### src/hw/rtl/complex_arithmetic_unit_assert.svh
// ----------------------------------------------------------------------------
// Complex arithmetic unit assertion macros
// Concurrent assertion wrappers; empty when SYNTHESIS is defined.
// ----------------------------------------------------------------------------
`ifndef COMPLEX_ARITHMETIC_UNIT_ASSERT_SVH
`define COMPLEX_ARITHMETIC_UNIT_ASSERT_SVH

`ifndef SYNTHESIS

// same-cycle implication
`define CAU_ASSERT_NOW(label, clk, rst, ante, cons) \
   label: assert property (@(posedge clk) disable iff (rst) (ante) |-> (cons)) \
      else $error("cau assertion failed");

// next-cycle implication
`define CAU_ASSERT_NEXT(label, clk, rst, ante, cons) \
   label: assert property (@(posedge clk) disable iff (rst) (ante) |=> (cons)) \
      else $error("cau assertion failed");

`else

`define CAU_ASSERT_NOW(label, clk, rst, ante, cons)
`define CAU_ASSERT_NEXT(label, clk, rst, ante, cons)

`endif

`endif

### src/hw/rtl/cau_pkg.sv
// ----------------------------------------------------------------------------
// Complex arithmetic unit package
// Op codes, payload and pipeline stage types, divide saturation helper.
// ----------------------------------------------------------------------------
`default_nettype none

package cau_pkg;

   typedef enum logic [1:0] {
      CAU_OP_ADD = 2'd0,
      CAU_OP_MUL = 2'd1,
      CAU_OP_DIV = 2'd2
   } cau_op_type;

   // quotient bits resolved by the divider pipe; larger quotients saturate
   localparam int DIV_QBITS = 33;
   localparam int REM_W     = 64;

   localparam logic [31:0] SAT_MAX = 32'h7FFF_FFFF;
   localparam logic [31:0] SAT_MIN = 32'h8000_0000;

   typedef struct packed {
      logic [1:0]         op;
      logic signed [31:0] a_real;
      logic signed [31:0] a_imag;
      logic signed [31:0] b_real;
      logic signed [31:0] b_imag;
   } cau_req_type;

   typedef struct packed {
      logic signed [31:0] res_real;
      logic signed [31:0] res_imag;
      logic               div_by_zero;
      logic               overflow;
   } cau_rsp_type;

   typedef struct packed {
      logic                 neg;
      logic                 big;
      logic [REM_W-1:0]     rem;
      logic [DIV_QBITS-1:0] low;
      logic [DIV_QBITS-1:0] q;
   } cau_lane_type;

   typedef struct packed {
      logic [1:0]       op;
      logic             dz;
      logic [31:0]      res_real;
      logic [31:0]      res_imag;
      logic             ovf;
      logic [REM_W-1:0] den;
      cau_lane_type     lane_r;
      cau_lane_type     lane_i;
   } cau_stage_type;

   // returns {overflow, value}
   function automatic logic [32:0] sat_div(input logic neg, input logic big,
                                           input logic [DIV_QBITS-1:0] q);
      logic        ovf;
      logic [31:0] val;
      ovf = 1'b0;
      val = q[31:0];
      if (big) begin
         ovf = 1'b1;
         val = neg ? SAT_MIN : SAT_MAX;
      end else if (!neg) begin
         if (q > 33'h0_7FFF_FFFF) begin
            ovf = 1'b1;
            val = SAT_MAX;
         end
      end else begin
         if (q > 33'h0_8000_0000) begin
            ovf = 1'b1;
            val = SAT_MIN;
         end else begin
            val = 32'd0 - q[31:0];
         end
      end
      return {ovf, val};
   endfunction

endpackage

`default_nettype wire

### src/hw/rtl/cau_div_step.sv
// ----------------------------------------------------------------------------
// Divider step
// One restoring quotient bit per lane, one register stage with handshake.
// ----------------------------------------------------------------------------
`default_nettype none

module cau_div_step (
   input  logic                   clock,
   input  logic                   reset,
   input  logic                   up_valid,
   output logic                   up_ready,
   input  cau_pkg::cau_stage_type up_data,
   output logic                   dn_valid,
   input  logic                   dn_ready,
   output cau_pkg::cau_stage_type dn_data
);

   function automatic cau_pkg::cau_lane_type step_lane(
      input cau_pkg::cau_lane_type       lane,
      input logic [cau_pkg::REM_W-1:0]   den
   );
      cau_pkg::cau_lane_type     r;
      logic [cau_pkg::REM_W-1:0] t;
      logic                      ge;
      r     = lane;
      t     = {lane.rem[cau_pkg::REM_W-2:0], lane.low[cau_pkg::DIV_QBITS-1]};
      ge    = (t >= den);
      r.rem = ge ? (t - den) : t;
      r.low = {lane.low[cau_pkg::DIV_QBITS-2:0], 1'b0};
      r.q   = {lane.q[cau_pkg::DIV_QBITS-2:0], ge};
      return r;
   endfunction

   logic                   valid_ff;
   cau_pkg::cau_stage_type data_ff;
   cau_pkg::cau_stage_type data_in;

   assign up_ready = ~valid_ff | dn_ready;
   assign dn_valid = valid_ff;
   assign dn_data  = data_ff;

   always_comb begin
      data_in        = up_data;
      data_in.lane_r = step_lane(up_data.lane_r, up_data.den);
      data_in.lane_i = step_lane(up_data.lane_i, up_data.den);
   end

   always_ff @(posedge clock) begin
      if (reset) begin
         valid_ff <= 1'b0;
      end else if (up_ready) begin
         valid_ff <= up_valid;
      end
   end

   always_ff @(posedge clock) begin
      if (up_ready && up_valid) begin
         data_ff <= data_in;
      end
   end

endmodule

`default_nettype wire

### config.mk
export PLATFORM = sky130hd
export DESIGN_NAME = cau_div_step
export DESIGN_NICKNAME = d
export VERILOG_FILES = /design/src/hw/rtl/complex_arithmetic_unit_assert.svh /design/src/hw/rtl/cau_pkg.sv /design/src/hw/rtl/cau_div_step.sv
export SDC_FILE = /design/constraint.sdc
export NUM_CORES = 1
export LEC_CHECK = 0
export BUFFER_PORTS_ARGS = -buffer_cell sky130_fd_sc_hd__buf_2
export CORE_AREA = 3 3 309 311
export DETAILED_ROUTE_END_ITERATION = 10
export DIE_AREA = 0 0 312 314
export PLACE_DENSITY = 0.45
export SYNTH_ARGS = -nofsm -noshare
export SYNTH_HDL_FRONTEND = slang
export SYNTH_SLANG_ARGS = --single-unit
### constraint.sdc
create_clock -name clock -period 12.83 [get_ports clock]
set_input_delay 0.6415 -clock clock [delete_from_list [all_inputs] [get_ports clock]]
set_output_delay 0.6415 -clock clock [all_outputs]
set_load 0.05 [all_outputs]
==> metrics.md <==
| Metric | Value |
|---|---|
| Post-synthesis cell area | between 0.02 and 0.025 sq mm |
| Relative slew slack | about 29% |
| Die area | roughly 0.1 sq mm |
| Area delta synth->final | 31.7% |
| Final setup viols | 0 |
| Status | finished clean |
| Startpoint Class | input port |
| Root buffer cell | clkbuf_16 |
| Port Buffer Count | 791 |
| Fill count | between 9000 and 10000 |
| Async SR Flop Fraction | 0% |
| RSZ-0062 raised after global routing | false |
| Flop-to-flop setup slack | around 10000 ps |
| Initial Util | a little under a quarter |
| Max cap viols | 0 |
| DR pass1 iterations | 5 |
| Final Critical Period | 4330 ps |
| Final hold violation count | 0 |
| Routed wire length | between 90 and 100 mm |
| Hold Buf Count CTS | 0 |
| Clk pin slew, worst setup/hold paths | approximately 60 ps |
| GR Overflow Total | 0 |
| Post-CTS resize count | 0 |
| Core outline area | 0.0930 sq mm |
| Fmax | 231 MHz |
| Vias/cell | around 4.6 |
| Worst-path maximum fanout | 64 |
| EDFF count, synth | a little under 400 |
| Post-synthesis sequential area ratio | a little under three fifths |
| GPL Wtd Cong | approximately 0.85 |
| VDD IR max | 0.0000867 V |
| Layout cells sized above 1 | around a third |
| Die Y-Extent | approximately 310 um |
| DRC | 0 |
| Syn. warnings | 0 |
| I/O pin count | ~800 |
| Clock latency on the worst-skew pair | 610 ps |
| Worst Path Arrival | 4620 ps |
| Most common cell after layout, fill and taps aside | buf_2 |
| Die W | approximately 310 um |
| Clk buf depth | 3 |
| Cts bufs inserted | 50 |
| Crit end category | flop |
| # Post-CTS Setup Buffers | 0 |
| Post-synthesis cell type count | 87 |
| Initial antenna violation count | a little under 90 |
| Post-synthesis cell count | around 1900 |
| Final net count | roughly 3200 |
| Yosys reg bits | around 400 |
| Dpl hpwl | around 80 mm |
| PD cells | about 140 mW/mm^2 |
| Initial drt markers | 1274 |
| H-tree Lvls | 2 |
| Crit share post-route | around a third |
| CTS sink cnt | roughly 400 |
| Critical path data required time | approximately 13000 ps |
| Most frequent cells in the layout | buf_2 (791), edfxtp_1 (394), a21oi_1 (190) |
| Final Max Tran Viols | 0 |
| Via count | about 18000 |
| CTS tree | built |
| Antenna Nets Post-Route | 0 |
| First-pass GRT wire length | about 130 mm |
| WS Path Type | in -> reg |
| Top FF cell, synth | edfxtp_1 |
| Total GRT Usage | 18.6% |
| Post-layout util | approximately 30% |
| Static Leak | approximately 12 nW |
| Post-DR wirelength/cell | 23.7 um |
| Worst min-delay path class | in -> reg |
| Largest net degree at the start of global routing | 159 |
| Setup TNS Final | 0 ps |
| Slew at the pin closest to its max-slew limit | about 1100 ps |
| Vias in the first global route | between 15000 and 20000 |
| Row count | approximately 110 |
| Setup Skew | 11.1 ps |
| Syn Area/Cell | approximately 11 sq um |
-- final cells by class --
| type | count | area (sq um) | area share, % |
|---|---|---|---|
| Sequential cell | 395 | 11900 | 42.0 |
| Multi-Input combinational cell | 1343 | 8770 | 31.1 |
| Tap cell | 1254 | 1570 | 5.56 |
| Inverter | 101 | 379 | 1.34 |
| Timing Repair Buffer | 799 | 4030 | 14.3 |
| Clock buffer | 63 | 1310 | 4.64 |
| Clock inverter | 29 | 282 | 0.997 |
| Antenna cell | 16 | 40.0 | 0.142 |
-- final timing paths --
check | start | endpoint | cells after the start
worst max-delay path | up_data[197] | dn_data[246]$_DFFE_PP_ | 13
worst min-delay path | reset | dn_valid$_SDFFE_PP0N_ | 2
worst max register to register | dn_valid$_SDFFE_PP0N_ | dn_data[253]$_DFFE_PP_ | 4
worst min register to register | dn_valid$_SDFFE_PP0N_ | dn_valid$_SDFFE_PP0N_ | 2
-- layer usage --
layer	GRT usage [%]	routed length, um	part of all wire, %	vias up
met3	5.37	6780	7.1	222
met5	0	50	0.053	-
met4	3.55	2460	2.6	8
li1	-	-	-	8696
met2	36.4	51400	54	690
met1	19.7	34100	36	8617
-- critical path, cell delays in order --
cell	delay (ps)
buf_2	120
inv_1	80
ha_1	200
fa_1	250
nor2b_1	60
o21ai_0	280
a21oi_1	170
a2111oi_4	540
o21ai_2	310
o211ai_1	340
and3_4	630
buf_4	650
o21ai_0	310
-- per-stage QoR --
step           area (sq um)  setup slack, ps  hold WS (ps)  instances  power [mW]
6_report              28200             8500           196       4000        4.08
5_1_grt               28200             8140           151       3988        4.29
4_1_cts               28200             8360           130       3984        4.16
2_1_floorplan         21400             1960           711       1928        2.42
3_3_place_gp          26600             7670           530       3892        2.74
3_5_place_dp          26600             7700           551       3892        2.73
-- cells in the mapped netlist, types with 4 or more instances --
cell type  instances  area share, %
buf_6              7           0.37
o21ai_1           16           0.37
a21oi_2            4           0.16
nor4_1             7           0.20
xnor2_1           57            2.3
a21boi_0          10           0.35
nor3_1            20           0.47
inv_1             99            1.7
a41oi_1            4           0.16
a21oi_1          190            4.4
and2_1            11           0.32
buf_4              8           0.28
a31oi_1           15           0.44
or4_1              4           0.14
ha_1             128            7.5
nand2_1          186            3.3
nor2_1           141            2.5
mux2i_1            5           0.23
xor2_1            54            2.2
nand2b_1          22           0.64
o21a_1            15           0.53
nor2b_1           10           0.29
nand3_1           31           0.72
a211o_1            4           0.16
o31ai_1           12           0.42
edfxtp_1         394             55
o211ai_1           8           0.28
or3_1              7           0.20
buf_2             21           0.49
o21bai_1          26           0.91
clkbuf_1          47           0.82
a211oi_1          14           0.49
clkbuf_2           6           0.14
a21o_1            65            2.3
o21ai_0          146            3.4
nand4_1           51            1.5
and3_1             6           0.18
-- state kept, by name (all words and copies together) (netlist names) --
signal,cells
dn_data,394
dn_valid,1
-- cell families (layout without fill, tap and decap cells) --
logic type / after synthesis / in the layout / synth area share, %
mux: 9 / 9 / 0.461
flops: 395 / 395 / 55.3
buf+inv: 190 / 992 / 3.87
other cells: 1 / 18 / 0.0175
simple gates: 510 / 510 / 11.0
xor+xnor: 111 / 111 / 4.53
fa+ha+maj: 130 / 130 / 7.66
compound gates: 581 / 581 / 17.2
-- report_power, final --
part           internal, mW  total [mW]  leakage (nW)  switching, mW
combinational         0.306        1.12          7.39          0.815
sequential             1.55        1.58          3.82         0.0255
clock                 0.806        1.39         0.772          0.579
(Power assumes the default switching activity.)
